--- src/design/gne_pkg.sv ---
`timescale 1ns / 1ps
// gne_pkg: shared types, constants and helpers of the grid neighbour expander
// no dependencies; used by every other file of the block but gne_queue and gne_isqrt

package gne_pkg;

	localparam int unsigned GRID_SIDE_DEF = 1024;
	localparam int unsigned COST_FRAC_DEF = 8;
	localparam int unsigned FIELD_SPAN    = 1024;
	localparam int unsigned ROW_W         = 10;
	localparam int unsigned COST_W        = 24;
	localparam int unsigned MASK_W        = 8;
	localparam int unsigned WEIGHT_W      = 12;
	localparam int unsigned CFG_IDX_W     = 3;
	localparam int unsigned CFG_DATA_W    = 12;
	localparam int unsigned QUEUE_DEPTH   = 4;

	// sqrt(2) in unsigned Q2.32
	localparam logic [33:0] SQRT2_Q32 = 34'd6074001000;
	localparam logic [COST_W-1:0] COST_MAX = 24'hFFFFFF;

	// neighbour codes, also bit positions in the free mask
	localparam logic [2:0] DIR_UP    = 3'd0;
	localparam logic [2:0] DIR_DOWN  = 3'd1;
	localparam logic [2:0] DIR_LEFT  = 3'd2;
	localparam logic [2:0] DIR_RIGHT = 3'd3;
	localparam logic [2:0] DIR_UL    = 3'd4;
	localparam logic [2:0] DIR_UR    = 3'd5;
	localparam logic [2:0] DIR_DL    = 3'd6;
	localparam logic [2:0] DIR_DR    = 3'd7;

	typedef enum logic [CFG_IDX_W-1:0] {
		CFG_METRIC      = 3'd0,
		CFG_ALLOW_DIAG  = 3'd1,
		CFG_CUT_CORNERS = 3'd2,
		CFG_SQUEEZE     = 3'd3,
		CFG_WEIGHT      = 3'd4,
		CFG_GOAL_ROW    = 3'd5,
		CFG_GOAL_COL    = 3'd6
	} cfg_idx_t;

	typedef enum logic [1:0] {
		MET_OCTILE    = 2'd0,
		MET_MANHATTAN = 2'd1,
		MET_EUCLID    = 2'd2,
		MET_CHEBYSHEV = 2'd3
	} metric_t;

	typedef struct packed {
		metric_t               metric;
		logic                  allow_diag;
		logic                  cut_corners;
		logic                  allow_squeeze;
		logic [WEIGHT_W-1:0]   weight;
		logic [ROW_W-1:0]      goal_row;
		logic [ROW_W-1:0]      goal_col;
	} cfg_t;

	// one classified cell waiting for expansion
	typedef struct packed {
		logic [ROW_W-1:0]  row;
		logic [ROW_W-1:0]  col;
		logic [COST_W-1:0] cost;
		logic [MASK_W-1:0] succ_mask;
	} job_t;

	// per-successor fields carried along the back pipeline
	typedef struct packed {
		logic [ROW_W-1:0]  row;
		logic [ROW_W-1:0]  col;
		logic [COST_W-1:0] cost;
		logic              last;
		logic              none;
	} side_t;

	// clamp to the 24-bit cost range
	function automatic logic [COST_W-1:0] sat_cost(input logic [47:0] x);
		logic [COST_W-1:0] r;
		r = (x > 48'(COST_MAX)) ? COST_MAX : x[COST_W-1:0];
		return r;
	endfunction

endpackage

--- src/design/gne_in_if.sv ---
`timescale 1ns / 1ps
// gne_in_if: input channel of the expander, one expanded cell per item
// depends on gne_pkg for field widths

interface gne_in_if;
	logic                           valid;
	logic                           ready;
	logic [gne_pkg::ROW_W-1:0]      cell_row;
	logic [gne_pkg::ROW_W-1:0]      cell_col;
	logic [gne_pkg::COST_W-1:0]     cell_cost;
	logic [gne_pkg::MASK_W-1:0]     free_mask;

	modport source (output valid, cell_row, cell_col, cell_cost, free_mask, input ready);
	modport sink (input valid, cell_row, cell_col, cell_cost, free_mask, output ready);
endinterface

--- src/design/gne_out_if.sv ---
`timescale 1ns / 1ps
// gne_out_if: result channel of the expander, one successor per item
// depends on gne_pkg for field widths

interface gne_out_if;
	logic                           valid;
	logic                           ready;
	logic [gne_pkg::ROW_W-1:0]      next_row;
	logic [gne_pkg::ROW_W-1:0]      next_col;
	logic [gne_pkg::COST_W-1:0]     next_cost;
	logic [gne_pkg::COST_W-1:0]     estimate;
	logic [gne_pkg::COST_W-1:0]     priority_res;
	logic                           none_found;
	logic                           last;

	modport source (output valid, next_row, next_col, next_cost, estimate, priority_res,
		none_found, last, input ready);
	modport sink (input valid, next_row, next_col, next_cost, estimate, priority_res,
		none_found, last, output ready);
endinterface

--- src/design/gne_front.sv ---
`timescale 1ns / 1ps
// gne_front: configuration registers and neighbour classification
// depends on gne_pkg and gne_in_if; feeds gne_queue

module gne_front #(
	parameter int unsigned GRID_SIDE = gne_pkg::GRID_SIDE_DEF
) (
	input  logic                             clk,
	input  logic                             arst_n,
	gne_in_if.sink                           cell_in,
	input  logic                             cfg_we,
	input  logic [gne_pkg::CFG_IDX_W-1:0]    cfg_index,
	input  logic [gne_pkg::CFG_DATA_W-1:0]   cfg_data,
	output gne_pkg::cfg_t                    cfg,
	output logic                             push_valid,
	output gne_pkg::job_t                    push_job,
	input  logic                             push_ready
);

	localparam int unsigned BOUND = (GRID_SIDE < gne_pkg::FIELD_SPAN) ? GRID_SIDE
		: gne_pkg::FIELD_SPAN;
	localparam logic [gne_pkg::ROW_W:0] BOUND_V = (gne_pkg::ROW_W + 1)'(BOUND);

	gne_pkg::cfg_t cfg_q;

	logic [gne_pkg::ROW_W:0] row_x, col_x;
	logic rm_ok, rp_ok, r0_ok, cm_ok, cp_ok, c0_ok;
	logic [7:0] usable;
	logic [7:0] succ;

	// diagonal admission from its two orthogonal neighbours
	function automatic logic diag_ok(input logic own, input logic ud, input logic lr,
		input gne_pkg::cfg_t c);
		logic ok;
		ok = own && c.allow_diag &&
			((ud && lr) || ((ud != lr) && c.cut_corners) || (!ud && !lr && c.allow_squeeze));
		return ok;
	endfunction

	// configuration register file
	always_ff @(posedge clk or negedge arst_n) begin
		if (!arst_n) begin
			cfg_q.metric        <= gne_pkg::MET_OCTILE;
			cfg_q.allow_diag    <= 1'b1;
			cfg_q.cut_corners   <= 1'b0;
			cfg_q.allow_squeeze <= 1'b0;
			cfg_q.weight        <= 12'd256;
			cfg_q.goal_row      <= '0;
			cfg_q.goal_col      <= '0;
		end else if (cfg_we) begin
			unique case (cfg_index)
				gne_pkg::CFG_METRIC:      cfg_q.metric <= gne_pkg::metric_t'(cfg_data[1:0]);
				gne_pkg::CFG_ALLOW_DIAG:  cfg_q.allow_diag <= cfg_data[0];
				gne_pkg::CFG_CUT_CORNERS: cfg_q.cut_corners <= cfg_data[0];
				gne_pkg::CFG_SQUEEZE:     cfg_q.allow_squeeze <= cfg_data[0];
				gne_pkg::CFG_WEIGHT:      cfg_q.weight <= cfg_data[gne_pkg::WEIGHT_W-1:0];
				gne_pkg::CFG_GOAL_ROW:    cfg_q.goal_row <= cfg_data[gne_pkg::ROW_W-1:0];
				gne_pkg::CFG_GOAL_COL:    cfg_q.goal_col <= cfg_data[gne_pkg::ROW_W-1:0];
				default: ;
			endcase
		end
	end

	assign cfg = cfg_q;

	// grid bound checks for each row and column offset
	always_comb begin
		row_x = {1'b0, cell_in.cell_row};
		col_x = {1'b0, cell_in.cell_col};
		rm_ok = (cell_in.cell_row != '0) && ((row_x - 1'b1) < BOUND_V);
		rp_ok = (row_x + 1'b1) < BOUND_V;
		r0_ok = row_x < BOUND_V;
		cm_ok = (cell_in.cell_col != '0) && ((col_x - 1'b1) < BOUND_V);
		cp_ok = (col_x + 1'b1) < BOUND_V;
		c0_ok = col_x < BOUND_V;
	end

	// free and on the grid
	always_comb begin
		usable[gne_pkg::DIR_UP]    = cell_in.free_mask[gne_pkg::DIR_UP] && rm_ok && c0_ok;
		usable[gne_pkg::DIR_DOWN]  = cell_in.free_mask[gne_pkg::DIR_DOWN] && rp_ok && c0_ok;
		usable[gne_pkg::DIR_LEFT]  = cell_in.free_mask[gne_pkg::DIR_LEFT] && r0_ok && cm_ok;
		usable[gne_pkg::DIR_RIGHT] = cell_in.free_mask[gne_pkg::DIR_RIGHT] && r0_ok && cp_ok;
		usable[gne_pkg::DIR_UL]    = cell_in.free_mask[gne_pkg::DIR_UL] && rm_ok && cm_ok;
		usable[gne_pkg::DIR_UR]    = cell_in.free_mask[gne_pkg::DIR_UR] && rm_ok && cp_ok;
		usable[gne_pkg::DIR_DL]    = cell_in.free_mask[gne_pkg::DIR_DL] && rp_ok && cm_ok;
		usable[gne_pkg::DIR_DR]    = cell_in.free_mask[gne_pkg::DIR_DR] && rp_ok && cp_ok;
	end

	// admissible successor set
	always_comb begin
		succ[3:0] = usable[3:0];
		succ[gne_pkg::DIR_UL] = diag_ok(usable[gne_pkg::DIR_UL], usable[gne_pkg::DIR_UP],
			usable[gne_pkg::DIR_LEFT], cfg_q);
		succ[gne_pkg::DIR_UR] = diag_ok(usable[gne_pkg::DIR_UR], usable[gne_pkg::DIR_UP],
			usable[gne_pkg::DIR_RIGHT], cfg_q);
		succ[gne_pkg::DIR_DL] = diag_ok(usable[gne_pkg::DIR_DL], usable[gne_pkg::DIR_DOWN],
			usable[gne_pkg::DIR_LEFT], cfg_q);
		succ[gne_pkg::DIR_DR] = diag_ok(usable[gne_pkg::DIR_DR], usable[gne_pkg::DIR_DOWN],
			usable[gne_pkg::DIR_RIGHT], cfg_q);
	end

	assign push_valid         = cell_in.valid;
	assign cell_in.ready      = push_ready;
	assign push_job.row       = cell_in.cell_row;
	assign push_job.col       = cell_in.cell_col;
	assign push_job.cost      = cell_in.cell_cost;
	assign push_job.succ_mask = succ;

endmodule

--- src/design/gne_queue.sv ---
`timescale 1ns / 1ps
// gne_queue: small register fifo between classification and expansion
// depends on nothing but its parameters

module gne_queue #(
	parameter int unsigned WIDTH = 52,
	parameter int unsigned DEPTH = 4
) (
	input  logic             clk,
	input  logic             arst_n,
	input  logic             push,
	input  logic [WIDTH-1:0] push_data,
	output logic             push_ready,
	input  logic             pop,
	output logic             head_valid,
	output logic [WIDTH-1:0] head_data
);

	localparam int unsigned AW = (DEPTH > 1) ? $clog2(DEPTH) : 1;
	localparam logic [AW-1:0] LAST_PTR = AW'(DEPTH - 1);
	localparam logic [AW:0] DEPTH_V = (AW + 1)'(DEPTH);

	logic [WIDTH-1:0] mem_q [DEPTH];
	logic [AW-1:0] wr_ptr_q, rd_ptr_q;
	logic [AW:0] count_q;
	logic do_push, do_pop;

	assign push_ready = count_q < DEPTH_V;
	assign head_valid = count_q != '0;
	assign head_data  = mem_q[rd_ptr_q];
	assign do_push    = push && push_ready;
	assign do_pop     = pop && head_valid;

	// storage
	always_ff @(posedge clk) begin
		if (do_push) begin
			mem_q[wr_ptr_q] <= push_data;
		end
	end

	// pointers and fill count
	always_ff @(posedge clk or negedge arst_n) begin
		if (!arst_n) begin
			wr_ptr_q <= '0;
			rd_ptr_q <= '0;
			count_q  <= '0;
		end else begin
			if (do_push) begin
				wr_ptr_q <= (wr_ptr_q == LAST_PTR) ? '0 : wr_ptr_q + 1'b1;
			end
			if (do_pop) begin
				rd_ptr_q <= (rd_ptr_q == LAST_PTR) ? '0 : rd_ptr_q + 1'b1;
			end
			if (do_push && !do_pop) begin
				count_q <= count_q + 1'b1;
			end else if (do_pop && !do_push) begin
				count_q <= count_q - 1'b1;
			end
		end
	end

	a_count_bound: assert property (@(posedge clk) disable iff (!arst_n)
		count_q <= DEPTH_V)
		else $error("queue fill count beyond depth");

endmodule

--- src/design/gne_isqrt.sv ---
`timescale 1ns / 1ps
// gne_isqrt: pipelined integer square root, two result bits per stage
// no package use; a payload rides along with each operand

module gne_isqrt #(
	parameter int unsigned XW = 38,
	parameter int unsigned PW = 8
) (
	input  logic                clk,
	input  logic                arst_n,
	input  logic                en,
	input  logic                in_valid,
	input  logic [XW-1:0]       radicand,
	input  logic [PW-1:0]       in_pay,
	output logic                out_valid,
	output logic [XW/2-1:0]     root,
	output logic [PW-1:0]       out_pay
);

	localparam int unsigned RW  = XW / 2;
	localparam int unsigned NST = (RW + 1) / 2;

	logic [XW-1:0] x_q    [NST];
	logic [RW+1:0] rem_q  [NST];
	logic [RW-1:0] root_q [NST];
	logic [PW-1:0] pay_q  [NST];
	logic          v_q    [NST];

	for (genvar g = 0; g < NST; g++) begin : g_stage
		logic [XW-1:0] x_in, x_nx;
		logic [RW+1:0] rem_in, rem_nx, trial;
		logic [RW-1:0] root_in, root_nx;
		logic [PW-1:0] pay_in;
		logic          v_in;

		if (g == 0) begin : g_first
			assign x_in    = radicand;
			assign rem_in  = '0;
			assign root_in = '0;
			assign pay_in  = in_pay;
			assign v_in    = in_valid;
		end else begin : g_next
			assign x_in    = x_q[g-1];
			assign rem_in  = rem_q[g-1];
			assign root_in = root_q[g-1];
			assign pay_in  = pay_q[g-1];
			assign v_in    = v_q[g-1];
		end

		// two digit-by-digit root steps
		always_comb begin
			x_nx    = x_in;
			rem_nx  = rem_in;
			root_nx = root_in;
			trial   = '0;
			for (int s = 0; s < 2; s++) begin
				if (g * 2 + s < RW) begin
					rem_nx = {rem_nx[RW-1:0], x_nx[XW-1 -: 2]};
					x_nx   = x_nx << 2;
					trial  = {root_nx, 2'b01};
					if (rem_nx >= trial) begin
						rem_nx  = rem_nx - trial;
						root_nx = {root_nx[RW-2:0], 1'b1};
					end else begin
						root_nx = {root_nx[RW-2:0], 1'b0};
					end
				end
			end
		end

		always_ff @(posedge clk or negedge arst_n) begin
			if (!arst_n) begin
				v_q[g] <= 1'b0;
			end else if (en) begin
				v_q[g] <= v_in;
			end
		end

		always_ff @(posedge clk) begin
			if (en) begin
				x_q[g]    <= x_nx;
				rem_q[g]  <= rem_nx;
				root_q[g] <= root_nx;
				pay_q[g]  <= pay_in;
			end
		end
	end

	assign out_valid = v_q[NST-1];
	assign root      = root_q[NST-1];
	assign out_pay   = pay_q[NST-1];

endmodule

--- src/design/gne_back.sv ---
`timescale 1ns / 1ps
// gne_back: walks the successor set of each queued cell and computes g, h and f
// depends on gne_pkg, gne_out_if and gne_isqrt

module gne_back #(
	parameter int unsigned COST_FRAC_BITS = gne_pkg::COST_FRAC_DEF
) (
	input  logic            clk,
	input  logic            arst_n,
	input  gne_pkg::cfg_t   cfg,
	input  logic            head_valid,
	input  gne_pkg::job_t   head_job,
	output logic            pop,
	gne_out_if.source       succ_out
);

	localparam int unsigned F   = COST_FRAC_BITS;
	localparam int unsigned HW  = 12 + F;
	localparam int unsigned XW  = 22 + 2 * F;
	localparam int unsigned RW  = XW / 2;
	localparam logic [24:0] ONE_STEP = 25'(64'd1 << F);
	localparam logic [63:0] DIAG_STEP64 =
		(64'(gne_pkg::SQRT2_Q32) + (64'd1 << (31 - F))) >> (32 - F);
	localparam logic [24:0] DIAG_STEP = 25'(DIAG_STEP64);
	localparam logic [43:0] HALF = 44'(64'd1 << (31 - F));

	typedef struct packed {
		gne_pkg::side_t sb;
		logic [23:0]    oct;
		logic [23:0]    man;
		logic [23:0]    cheb;
	} sqpay_t;

	localparam int unsigned PW = $bits(sqpay_t);

	logic adv;
	logic started_q;
	logic [7:0] left_q;
	logic [7:0] mask, rest;
	logic [2:0] k;
	logic is_last, is_none, is_diag;
	logic [9:0] nr, nc;
	logic [24:0] ng_sum;
	gne_pkg::side_t sel_sb;

	logic v_s1, v_s2, v_s3, v_s4, v_s5;
	gne_pkg::side_t sb_s1, sb_s2, sb_s3, sb_s4, sb_s5;
	logic [9:0] dr, dc, lo, hi;
	logic [9:0] lo_s2, hi_s2, dr_s2, dc_s2;
	logic [20:0] sq_s3;
	logic [43:0] octp_s3;
	logic [9:0] diff_s3, cheb_s3;
	logic [10:0] man_s3;
	logic [HW-1:0] oct_raw, man_raw, cheb_raw;
	sqpay_t sq_in, sq_out;
	logic [PW-1:0] sq_out_vec;
	logic sq_valid;
	logic [RW-1:0] sq_root;
	logic [23:0] h_sel, h_s4, h_s5;
	logic [35:0] prod_s5;
	logic [28:0] f_raw;

	logic out_valid_q;
	logic [9:0] out_row_q, out_col_q;
	logic [23:0] out_cost_q, out_est_q, out_prio_q;
	logic out_none_q, out_last_q;

	// whole back pipeline moves when the output register can take a result
	assign adv = !out_valid_q || succ_out.ready;

	// pick the lowest remaining successor of the head cell
	always_comb begin
		mask = started_q ? left_q : head_job.succ_mask;
		k = '0;
		for (int i = 7; i >= 0; i--) begin
			if (mask[i]) k = 3'(i);
		end
		rest    = mask & ~(8'd1 << k);
		is_none = mask == '0;
		is_last = rest == '0;
		is_diag = k[2];
	end

	// successor position and cost
	always_comb begin
		unique case (k)
			gne_pkg::DIR_UP, gne_pkg::DIR_UL, gne_pkg::DIR_UR: nr = head_job.row - 10'd1;
			gne_pkg::DIR_DOWN, gne_pkg::DIR_DL, gne_pkg::DIR_DR: nr = head_job.row + 10'd1;
			default: nr = head_job.row;
		endcase
		unique case (k)
			gne_pkg::DIR_LEFT, gne_pkg::DIR_UL, gne_pkg::DIR_DL: nc = head_job.col - 10'd1;
			gne_pkg::DIR_RIGHT, gne_pkg::DIR_UR, gne_pkg::DIR_DR: nc = head_job.col + 10'd1;
			default: nc = head_job.col;
		endcase
		ng_sum = {1'b0, head_job.cost} + (is_diag ? DIAG_STEP : ONE_STEP);
		sel_sb.row  = is_none ? '0 : nr;
		sel_sb.col  = is_none ? '0 : nc;
		sel_sb.cost = is_none ? '0 : gne_pkg::sat_cost(48'(ng_sum));
		sel_sb.last = is_last;
		sel_sb.none = is_none;
	end

	assign pop = adv && head_valid && is_last;

	// walk state of the head cell
	always_ff @(posedge clk or negedge arst_n) begin
		if (!arst_n) begin
			started_q <= 1'b0;
		end else if (adv && head_valid) begin
			started_q <= !is_last;
		end
	end

	always_ff @(posedge clk) begin
		if (adv && head_valid) begin
			left_q <= rest;
		end
	end

	// distances to the goal
	always_comb begin
		dr = (sb_s1.row > cfg.goal_row) ? sb_s1.row - cfg.goal_row : cfg.goal_row - sb_s1.row;
		dc = (sb_s1.col > cfg.goal_col) ? sb_s1.col - cfg.goal_col : cfg.goal_col - sb_s1.col;
		lo = (dr < dc) ? dr : dc;
		hi = (dr < dc) ? dc : dr;
	end

	// metric terms, sqrt radicand
	always_comb begin
		oct_raw  = (HW'(diff_s3) << F) + HW'(octp_s3 >> (32 - F));
		man_raw  = HW'(man_s3) << F;
		cheb_raw = HW'(cheb_s3) << F;
		sq_in.sb   = sb_s3;
		sq_in.oct  = gne_pkg::sat_cost(48'(oct_raw));
		sq_in.man  = gne_pkg::sat_cost(48'(man_raw));
		sq_in.cheb = gne_pkg::sat_cost(48'(cheb_raw));
	end

	gne_isqrt #(
		.XW (XW),
		.PW (PW)
	) u_isqrt (
		.clk       (clk),
		.arst_n    (arst_n),
		.en        (adv),
		.in_valid  (v_s3),
		.radicand  (XW'(sq_s3) << (2 * F)),
		.in_pay    (sq_in),
		.out_valid (sq_valid),
		.root      (sq_root),
		.out_pay   (sq_out_vec)
	);

	// heuristic select
	always_comb begin
		sq_out = sqpay_t'(sq_out_vec);
		unique case (cfg.metric)
			gne_pkg::MET_OCTILE:    h_sel = sq_out.oct;
			gne_pkg::MET_MANHATTAN: h_sel = sq_out.man;
			gne_pkg::MET_EUCLID:    h_sel = gne_pkg::sat_cost(48'(sq_root));
			default:                h_sel = sq_out.cheb;
		endcase
	end

	assign f_raw = 29'(sb_s5.cost) + 29'(prod_s5 >> 8);

	// pipeline valids
	always_ff @(posedge clk or negedge arst_n) begin
		if (!arst_n) begin
			v_s1 <= 1'b0;
			v_s2 <= 1'b0;
			v_s3 <= 1'b0;
			v_s4 <= 1'b0;
			v_s5 <= 1'b0;
			out_valid_q <= 1'b0;
		end else if (adv) begin
			v_s1 <= head_valid;
			v_s2 <= v_s1;
			v_s3 <= v_s2;
			v_s4 <= sq_valid;
			v_s5 <= v_s4;
			out_valid_q <= v_s5;
		end
	end

	// pipeline data
	always_ff @(posedge clk) begin
		if (adv) begin
			sb_s1   <= sel_sb;
			sb_s2   <= sb_s1;
			dr_s2   <= dr;
			dc_s2   <= dc;
			lo_s2   <= lo;
			hi_s2   <= hi;
			sb_s3   <= sb_s2;
			sq_s3   <= 21'(dr_s2 * dr_s2) + 21'(dc_s2 * dc_s2);
			octp_s3 <= 44'(lo_s2 * gne_pkg::SQRT2_Q32) + HALF;
			diff_s3 <= hi_s2 - lo_s2;
			man_s3  <= 11'(dr_s2) + 11'(dc_s2);
			cheb_s3 <= hi_s2;
			sb_s4   <= sq_out.sb;
			h_s4    <= h_sel;
			sb_s5   <= sb_s4;
			h_s5    <= h_s4;
			prod_s5 <= 36'(cfg.weight * h_s4);
			out_row_q  <= sb_s5.row;
			out_col_q  <= sb_s5.col;
			out_cost_q <= sb_s5.cost;
			out_est_q  <= sb_s5.none ? '0 : h_s5;
			out_prio_q <= sb_s5.none ? '0 : gne_pkg::sat_cost(48'(f_raw));
			out_none_q <= sb_s5.none;
			out_last_q <= sb_s5.last;
		end
	end

	assign succ_out.valid        = out_valid_q;
	assign succ_out.next_row     = out_row_q;
	assign succ_out.next_col     = out_col_q;
	assign succ_out.next_cost    = out_cost_q;
	assign succ_out.estimate     = out_est_q;
	assign succ_out.priority_res = out_prio_q;
	assign succ_out.none_found   = out_none_q;
	assign succ_out.last         = out_last_q;

	a_none_is_last: assert property (@(posedge clk) disable iff (!arst_n)
		out_valid_q && out_none_q |-> out_last_q && (out_cost_q == '0))
		else $error("empty result not marked last or carries a cost");

	a_walk_has_head: assert property (@(posedge clk) disable iff (!arst_n)
		started_q |-> head_valid)
		else $error("successor walk without a queued cell");

	a_pop_on_last: assert property (@(posedge clk) disable iff (!arst_n)
		pop |=> v_s1 && sb_s1.last)
		else $error("cell released without its final result");

endmodule

--- src/design/grid_neighbour_expander_core.sv ---
`timescale 1ns / 1ps
// grid_neighbour_expander_core: top level of the A* successor generator
// depends on gne_pkg, gne_in_if, gne_out_if, gne_front, gne_queue, gne_back

// Each expanded cell yields its admissible neighbours (orthogonal first, then
// diagonal) as one result per cycle while the result side does not stall, or a
// single none_found result, so a cell gives at most eight results, taken in turn
// by the successor walk in the back end. Cells are classified on entry and wait in a
// four-deep queue, so a new cell is taken while earlier ones are expanding.
// Most of the path from a cell to its first result is the pipelined square root
// of the euclidean metric.
// Configuration must be written only while the block is idle (not enforced).

module grid_neighbour_expander_core #(
	parameter int unsigned GRID_SIDE      = gne_pkg::GRID_SIDE_DEF,
	parameter int unsigned COST_FRAC_BITS = gne_pkg::COST_FRAC_DEF
) (
	input  logic                             clk,
	input  logic                             arst_n,
	gne_in_if.sink                           cell_in,
	gne_out_if.source                        succ_out,
	input  logic                             cfg_we,
	input  logic [gne_pkg::CFG_IDX_W-1:0]    cfg_index,
	input  logic [gne_pkg::CFG_DATA_W-1:0]   cfg_data
);

	gne_pkg::cfg_t cfg;
	gne_pkg::job_t push_job, head_job;
	logic push_valid, push_ready, head_valid, pop;
	logic [$bits(gne_pkg::job_t)-1:0] head_vec;

	// classification and registers
	gne_front #(
		.GRID_SIDE (GRID_SIDE)
	) u_front (
		.clk        (clk),
		.arst_n     (arst_n),
		.cell_in    (cell_in),
		.cfg_we     (cfg_we),
		.cfg_index  (cfg_index),
		.cfg_data   (cfg_data),
		.cfg        (cfg),
		.push_valid (push_valid),
		.push_job   (push_job),
		.push_ready (push_ready)
	);

	// decoupling queue
	gne_queue #(
		.WIDTH ($bits(gne_pkg::job_t)),
		.DEPTH (gne_pkg::QUEUE_DEPTH)
	) u_queue (
		.clk        (clk),
		.arst_n     (arst_n),
		.push       (push_valid),
		.push_data  (push_job),
		.push_ready (push_ready),
		.pop        (pop),
		.head_valid (head_valid),
		.head_data  (head_vec)
	);

	assign head_job = gne_pkg::job_t'(head_vec);

	// successor expansion
	gne_back #(
		.COST_FRAC_BITS (COST_FRAC_BITS)
	) u_back (
		.clk        (clk),
		.arst_n     (arst_n),
		.cfg        (cfg),
		.head_valid (head_valid),
		.head_job   (head_job),
		.pop        (pop),
		.succ_out   (succ_out)
	);

endmodule

--- src/flat_wrapper.sv ---
// flat-port wrapper written by rule: the top's interface ports become plain ports
module grid_neighbour_expander_core_flat 
#(
	parameter int unsigned GRID_SIDE      = gne_pkg::GRID_SIDE_DEF,
	parameter int unsigned COST_FRAC_BITS = gne_pkg::COST_FRAC_DEF
)
  (clk, arst_n, cfg_we, cfg_index, cfg_data, cell_in_valid, cell_in_cell_row, cell_in_cell_col, cell_in_cell_cost, cell_in_free_mask, cell_in_ready, succ_out_valid, succ_out_next_row, succ_out_next_col, succ_out_next_cost, succ_out_estimate, succ_out_priority_res, succ_out_none_found, succ_out_last, succ_out_ready);
  gne_in_if cell_in_i ();
  gne_out_if succ_out_i ();
  input  logic clk;
  input  logic arst_n;
  input  logic cfg_we;
  input  logic [gne_pkg::CFG_IDX_W-1:0] cfg_index;
  input  logic [gne_pkg::CFG_DATA_W-1:0] cfg_data;
  input wire logic [$bits(cell_in_i.valid)-1:0] cell_in_valid;
  input wire logic [$bits(cell_in_i.cell_row)-1:0] cell_in_cell_row;
  input wire logic [$bits(cell_in_i.cell_col)-1:0] cell_in_cell_col;
  input wire logic [$bits(cell_in_i.cell_cost)-1:0] cell_in_cell_cost;
  input wire logic [$bits(cell_in_i.free_mask)-1:0] cell_in_free_mask;
  output wire logic [$bits(cell_in_i.ready)-1:0] cell_in_ready;
  output wire logic [$bits(succ_out_i.valid)-1:0] succ_out_valid;
  output wire logic [$bits(succ_out_i.next_row)-1:0] succ_out_next_row;
  output wire logic [$bits(succ_out_i.next_col)-1:0] succ_out_next_col;
  output wire logic [$bits(succ_out_i.next_cost)-1:0] succ_out_next_cost;
  output wire logic [$bits(succ_out_i.estimate)-1:0] succ_out_estimate;
  output wire logic [$bits(succ_out_i.priority_res)-1:0] succ_out_priority_res;
  output wire logic [$bits(succ_out_i.none_found)-1:0] succ_out_none_found;
  output wire logic [$bits(succ_out_i.last)-1:0] succ_out_last;
  input wire logic [$bits(succ_out_i.ready)-1:0] succ_out_ready;
  assign cell_in_i.valid = cell_in_valid;
  assign cell_in_i.cell_row = cell_in_cell_row;
  assign cell_in_i.cell_col = cell_in_cell_col;
  assign cell_in_i.cell_cost = cell_in_cell_cost;
  assign cell_in_i.free_mask = cell_in_free_mask;
  assign cell_in_ready = cell_in_i.ready;
  assign succ_out_valid = succ_out_i.valid;
  assign succ_out_next_row = succ_out_i.next_row;
  assign succ_out_next_col = succ_out_i.next_col;
  assign succ_out_next_cost = succ_out_i.next_cost;
  assign succ_out_estimate = succ_out_i.estimate;
  assign succ_out_priority_res = succ_out_i.priority_res;
  assign succ_out_none_found = succ_out_i.none_found;
  assign succ_out_last = succ_out_i.last;
  assign succ_out_i.ready = succ_out_ready;
  grid_neighbour_expander_core #(.GRID_SIDE(GRID_SIDE), .COST_FRAC_BITS(COST_FRAC_BITS)) u_core (.clk(clk), .arst_n(arst_n), .cell_in(cell_in_i), .succ_out(succ_out_i), .cfg_we(cfg_we), .cfg_index(cfg_index), .cfg_data(cfg_data));
endmodule
--- config.mk ---
export PLATFORM = sky130hd
export DESIGN_NAME = grid_neighbour_expander_core_flat
export DESIGN_NICKNAME = d
export VERILOG_FILES = /design/src/design/gne_pkg.sv /design/src/design/gne_in_if.sv /design/src/design/gne_out_if.sv /design/src/design/gne_front.sv /design/src/design/gne_queue.sv /design/src/design/gne_isqrt.sv /design/src/design/gne_back.sv /design/src/design/grid_neighbour_expander_core.sv /design/src/flat_wrapper.sv
export SDC_FILE = /design/constraint.sdc
export NUM_CORES = 2
export LEC_CHECK = 0
export ABC_AREA = 1
export BUFFER_PORTS_ARGS = -buffer_cell sky130_fd_sc_hd__buf_2
export CAP_MARGIN = 20
export CORE_MARGIN = 2
export CORE_UTILIZATION = 45
export DETAILED_ROUTE_END_ITERATION = 10
export GPL_ROUTABILITY_DRIVEN = 1
export PLACE_DENSITY_LB_ADDON = 0.1
export SLEW_MARGIN = 20
export SYNTH_ARGS = -nofsm -noshare
export SYNTH_HDL_FRONTEND = slang
export SYNTH_SLANG_ARGS = --single-unit
--- constraint.sdc ---
create_clock -name clk -period 56.1 [get_ports clk]
set_clock_uncertainty 0.05 [all_clocks]
set_input_delay 2.805 -clock clk [delete_from_list [all_inputs] [get_ports clk]]
set_output_delay 2.805 -clock clk [all_outputs]
set_load 0.05 [all_outputs]
Word-level counts from Yosys, hierarchy flattened
Memories as Yosys holds them, arrays and structs flattened.
Cells that the tools add are included.
{ "word_totals": {"wordCells": 322, "reg_bits": 613, "ram_bits": 2148, "mem_count": 5} }
{ "op_classes": {"order_cmp": 29, "bitwise_logic": 2, "n_eq_ne": 21, "mux": 65, "addsub": 42, "reduce_logical": 81, "shifts": 1, "mul": 4} }
{ "mem_list": {"columns": ["memory", "depth", "width", "rd", "rd_clocked_by_memory_dff", "write_ports", "line", "source"], "rows": [
  ["u_core.u_back.u_isqrt.pay_q", 10, 118, 10, 0, 10, "gne_isqrt.sv:26", "logic [PW-1:0] pay_q [NST];"],
  ["u_core.u_back.u_isqrt.x_q", 10, 36, 9, 0, 10, "gne_isqrt.sv:23", "logic [XW-1:0] x_q [NST];"],
  ["u_core.u_back.u_isqrt.rem_q", 10, 21, 9, 0, 10, "gne_isqrt.sv:24", "logic [RW+1:0] rem_q [NST];"],
  ["u_core.u_queue.mem_q", 4, 52, 1, 0, 1, "gne_queue.sv:23", "logic [WIDTH-1:0] mem_q [DEPTH];"],
  ["u_core.u_back.u_isqrt.root_q", 10, 19, 10, 0, 10, "gne_isqrt.sv:25", "logic [RW-1:0] root_q [NST];"]
]} }
{ "op_table": {"columns": ["operator", "count"], "rows": [
  ["$ge A21 B21 Y1", 17],
  ["$mux W21", 10],
  ["$sub A21 B21 Y21", 9],
  ["$mux W19", 9],
  ["$sub A19 B19 Y19", 8],
  ["$pmux W24 S3", 1],
  ["$sub A10 B10 Y10", 5],
  ["$mux W24", 2],
  ["$add A43 B24 Y44 const B", 1],
  ["$logic_and A1 B1 Y1", 44],
  ["$lt A11 B11 Y1 const B", 4],
  ["$mul A10 B10 Y20", 2],
  ["$mul A10 B30 Y40 const B", 1],
  ["$mux W10", 4],
  ["$pmux W10 S2", 2],
  ["$mul A12 B24 Y36", 1],
  ["$mux W3", 10],
  ["$add A24 B28 Y29", 1],
  ["$gt A29 B24 Y1 const B", 1],
  ["$add A24 B9 Y25", 1],
  ["$gt A25 B24 Y1 const B", 1],
  ["$mux W1", 23],
  ["$add A10 B1 Y11 const B", 2],
  ["$sub A10 B1 Y11 const B", 2],
  ["other kinds (37)", 84]
]} }

Longest topological paths before layout
An unclocked memory read counts as a cell.
{ "logic_depth": {"ltp_word": 19, "depth_mapped": 31, "depth_no_buf": 31} }

Modules after synthesis
Synthesis repeated with hierarchy kept, for this count alone.
{ "hier_totals": {"cells_unflattened": 10629, "hier_area_um2": 121111.2} }
{ "by_module_without_submodules": {"columns": ["mod", "instances", "area_each_um2", "cells_per_inst", "seq_area_each_um2"], "rows": [
  ["gne_isqrt", 1, 64733.3, 4733, 48656.7],
  ["gne_back", 1, 45549.9, 4969, 15760.1],
  ["gne_queue", 1, 8617.0, 661, 6421.2],
  ["gne_front", 1, 2210.9, 266, 928.4]
]} }

Worst setup path before layout
Ideal clock, no wire load.
{ "synth_path": {"kind": "input-to-reg", "start": "input succ_out_ready", "end": "register u_core.u_back.cheb_s3[0] (enable)", "cell_stages": 3, "path_slack_ns": 5.239, "setup_ns": 2.688, "arrival_time_ns": 48.123, "path_cell_list": "nor2_1 -> clkinv_1 -> clkbuf_1"} }
{ "synth_between": {"elab_chain_len": 1} }
{ "synth_rtl": {"columns": ["item", "line", "source"], "rows": [
  ["start: declaration", "flat_wrapper.sv:29", "input wire logic [$bits(succ_out_i.ready)-1:0] succ_out_ready;"],
  ["$logic_or A1 B1 Y1", "gne_back.sv:69", "assign adv = !out_valid_q || succ_out.ready;"],
  ["end signal: assignment", "gne_back.sv:201", "cheb_s3 <= hi_s2;"],
  ["end: declaration", "gne_back.sv:52", "logic [9:0] diff_s3, cheb_s3;"]
]} }
No other way between the ends.
A chain may end at the register's enable or synchronous reset.

==> impl_results.md <==
- Cells after DPL: approximately 12000
- Setup repair bufs after CTS: 0
- Core area: between 200000 and 250000 µm²
- Critical path cell sequence: buf_2 -> nor2_1 -> buf_4 -> inv_8 -> buf_4 -> buf_12 -> buf_4 -> buf_4
- Gpl congestion: between 0.8 and 0.9
- Slew margin rel.: 28.25%
- Hold WC Path Type: flip-flop to flip-flop
- Setup TNS: 0 ps
- Yosys reg bits: 1951
- Seq/Total Area, Yosys: 57.64%
- Synth Instances: 8786
- Count leader, synth: edfxtp_1
- Nets: about 10000
- Root buffer cell: clkbuf_16
- Total grt overflow: 0
- Initial drt markers: 4096
- Share of cells above drive strength 1: 7.489%
- CP top delay family: buffers and inverters
- Residual DRC count: 0
- Synth top area share: 56.12%
- Worst path bufs/invs: 7
- WP data arrival: 7240 ps
- Die Area: 228500 µm²
- Detail Placement HPWL: 158900 µm
- IO Port Bufs: about 160
- Unrepaired setup endpoints after global routing: no
- Hold_ws: 326.3 ps
- Synthesized cell area: 101100 µm²
- Status: completed
- Number of max-cap violations: 0
- CP Capture Type: flip-flop
- Post-route ant nets: 0
- DP Area: 105100 µm²
- Primary FF master, synth: edfxtp_1
- Initial Utilization: 45.14%
- Fill cell total of the finished layout: 19880
- Post_cts resized: 0
- Fmax: 145.7 MHz
- Top cells by count, synth: 1890 x edfxtp_1, 1738 x nand2_1, 1323 x inv_1
- Critical Path Source Type: input pin
- Clk buf depth: 3
- Hold_buf cts: 0
- Die Ht: 478.0 µm
- Area Growth Syn to Fin: 10.53%
- CTS H-Tree Depth: 4
- Post-synth EDFFs: 1890
- Cell accounting for the most synthesized area: edfxtp_1
- Final wirelength: 214800 µm
- Antenna violations before repair: 17
- Synth top area cells: edfxtp_1 56%, fa_1 7.7%, ha_1 7.6%
- Post-Layout Cell Count: 12170
- Routed wire per std cell: 17.65 µm
- Measured slew at the worst slew-check pin: 1069 ps
- Asr flop ratio synth: between 3 and 4%
- First-pass GRT wire length: ~340000 µm
- WS Path Type: input pin to flip-flop
- Max stage delay on crit path: 910 ps
- Largest net degree at the start of global routing: roughly 200
- Critical Path Fanout Max: 182
- Num rows: 174
- Syn Area/Cell: between 10 and 15 µm²
- Top cell by count, worst path: buf_4
- Worst reg2reg setup slack: just under 50000 ps
- Clk sink count: 1951
- Fin. max-slew vios: 0
- Vias in the first global route: 60470
- YS warnings: 0
- GRT Total Usage: 18.87%
- Clock-pin slew on the worst setup and hold paths: 60 ps
- CTS tree: yes
- # setup viols final: 0
- Total CTS buffers: approximately 200
- Worst-Skew Late Latency: 860 ps
- Netlist cell types: 84
- Min cycle time layout: 6864 ps
- Slowest CP cell: buf_4
- Period utilization: about an eighth
- Die Wd: roughly 480 µm
- # IOs: roughly 170
- First drt pass iteration count: 6
- Final hold violations: 0
- CP Data Required Time: 56480 ps
- Vias: 60500
- Vias per cell: around 5.0
- Design area: 111800 µm²
==> registers in the layout, summed over array words and instances (netlist names), 20 cells and up <==
signal and count:
u_core.u_back.u_isqrt.pay_q 867, u_core.u_queue.mem_q 208, u_core.u_back.u_isqrt.rem_q 153, u_core.u_back.u_isqrt.root_q 109, u_core.u_back.u_isqrt.x_q 48, u_core.u_back.sb_s1 46, u_core.u_back.sb_s2 46, u_core.u_back.sb_s3 46
u_core.u_back.sb_s4 46, u_core.u_back.sb_s5 46, u_core.u_front.cfg 37, u_core.u_back.prod_s5 26, u_core.u_back.succ_out.next_cost 24, u_core.u_back.succ_out.priority_res 24, u_core.u_back.sq_s3 21, u_core.u_back.h_s4 20
u_core.u_back.h_s5 20, u_core.u_back.octp_s3 20, u_core.u_back.succ_out.estimate 20
==> metrics by stage <==
| stage | util (%) | setup WS [ps] |
|---|---|---|
| 2_1_floorplan | - | 5239 |
| 3_3_place_gp | 46.93 | 48090 |
| 3_5_place_dp | 46.93 | 48040 |
| 4_1_cts | 49.88 | 49010 |
| 5_1_grt | 49.89 | 48780 |
| 6_report | 49.89 | 49240 |
==> logic make-up (layout without fill, tap and decap cells) <==
family                     count (synthesis)  after routing  synth area share, %
AOI/OAI and AO/OA                       1110           1110                6.308
xor gates and xnor gates                 340            340                2.960
adders and majority gates               1002           1002                15.28
buffers and inverters                   1525           1908                5.888
DFF                                     1951           1951                57.64
muxes                                      5              5              0.05444
other                                      1             11             0.003708
and+or+nand+nor                         2852           2852                11.87
==> final cells by class <==
type,count,area (µm²),area share (%)
flip-flops and latches,1951,58280,52.15
multi-input cells,5314,36940,33.05
clock buffers,245,5170,4.625
inverters,1349,5079,4.544
well taps,2992,3744,3.349
clock inverters,122,1454,1.301
repair buffers,192,1090,0.9750
diodes,6,15.01,0.01343
==> metal layers <==
| layer | track usage, % | wire, µm | vias up |
|---|---|---|---|
| met4 | 4.496 | 4273 | 2 |
| met3 | 2.473 | 7943 | 283 |
| met2 | 30.44 | 100600 | 1018 |
| met5 | 0 | 13 | - |
| li1 | - | - | 30040 |
| met1 | 27.14 | 102000 | 29160 |
==> final timing paths <==
kind,start,to,cells past startpoint
setup / recovery,succ_out_ready,u_core.u_back.u_isqrt.rem_q[7][17],8
hold / removal,u_core.u_back.u_isqrt.pay_q[5][96],u_core.u_back.u_isqrt.pay_q[6][96],0
hold reg to reg,u_core.u_back.u_isqrt.pay_q[5][96],u_core.u_back.u_isqrt.pay_q[6][96],0
max in group asynchronous,arst_n,u_core.u_front.cfg[31],1
min in group asynchronous,arst_n,u_core.u_front.cfg[32],1
setup reg to reg,u_core.u_back.dr_s2[3],u_core.u_back.sq_s3[17],25
==> placed cells by master (no fill, tap or decap), types with 24 or more instances in the layout <==
cell type / Yosys / final
inv_1: 1323 / 1322
nand2_2: 33 / 33
clkbuf_16: 0 / 197
clkbuf_1: 116 / 42
edfxtp_1: 1890 / 1890
buf_4: 12 / 25
xor2_1: 222 / 222
a31oi_1: 26 / 26
fa_1: 388 / 388
xnor2_1: 116 / 116
clkinv_2: 0 / 31
nand3_1: 288 / 288
nor2_1: 523 / 518
o21ai_0: 409 / 408
dfrtp_1: 59 / 58
nand4_1: 81 / 81
o21bai_1: 38 / 38
nand2_1: 1738 / 1738
nor2_2: 23 / 24
a21oi_1: 384 / 384
a21o_1: 37 / 37
clkinv_1: 4 / 38
buf_2: 28 / 162
o21ai_1: 33 / 33
nor3_1: 60 / 60
ha_1: 614 / 614
Power is not shown: default switching activity piles up to over one toggle a cycle in this logic, so the estimate is an artifact.
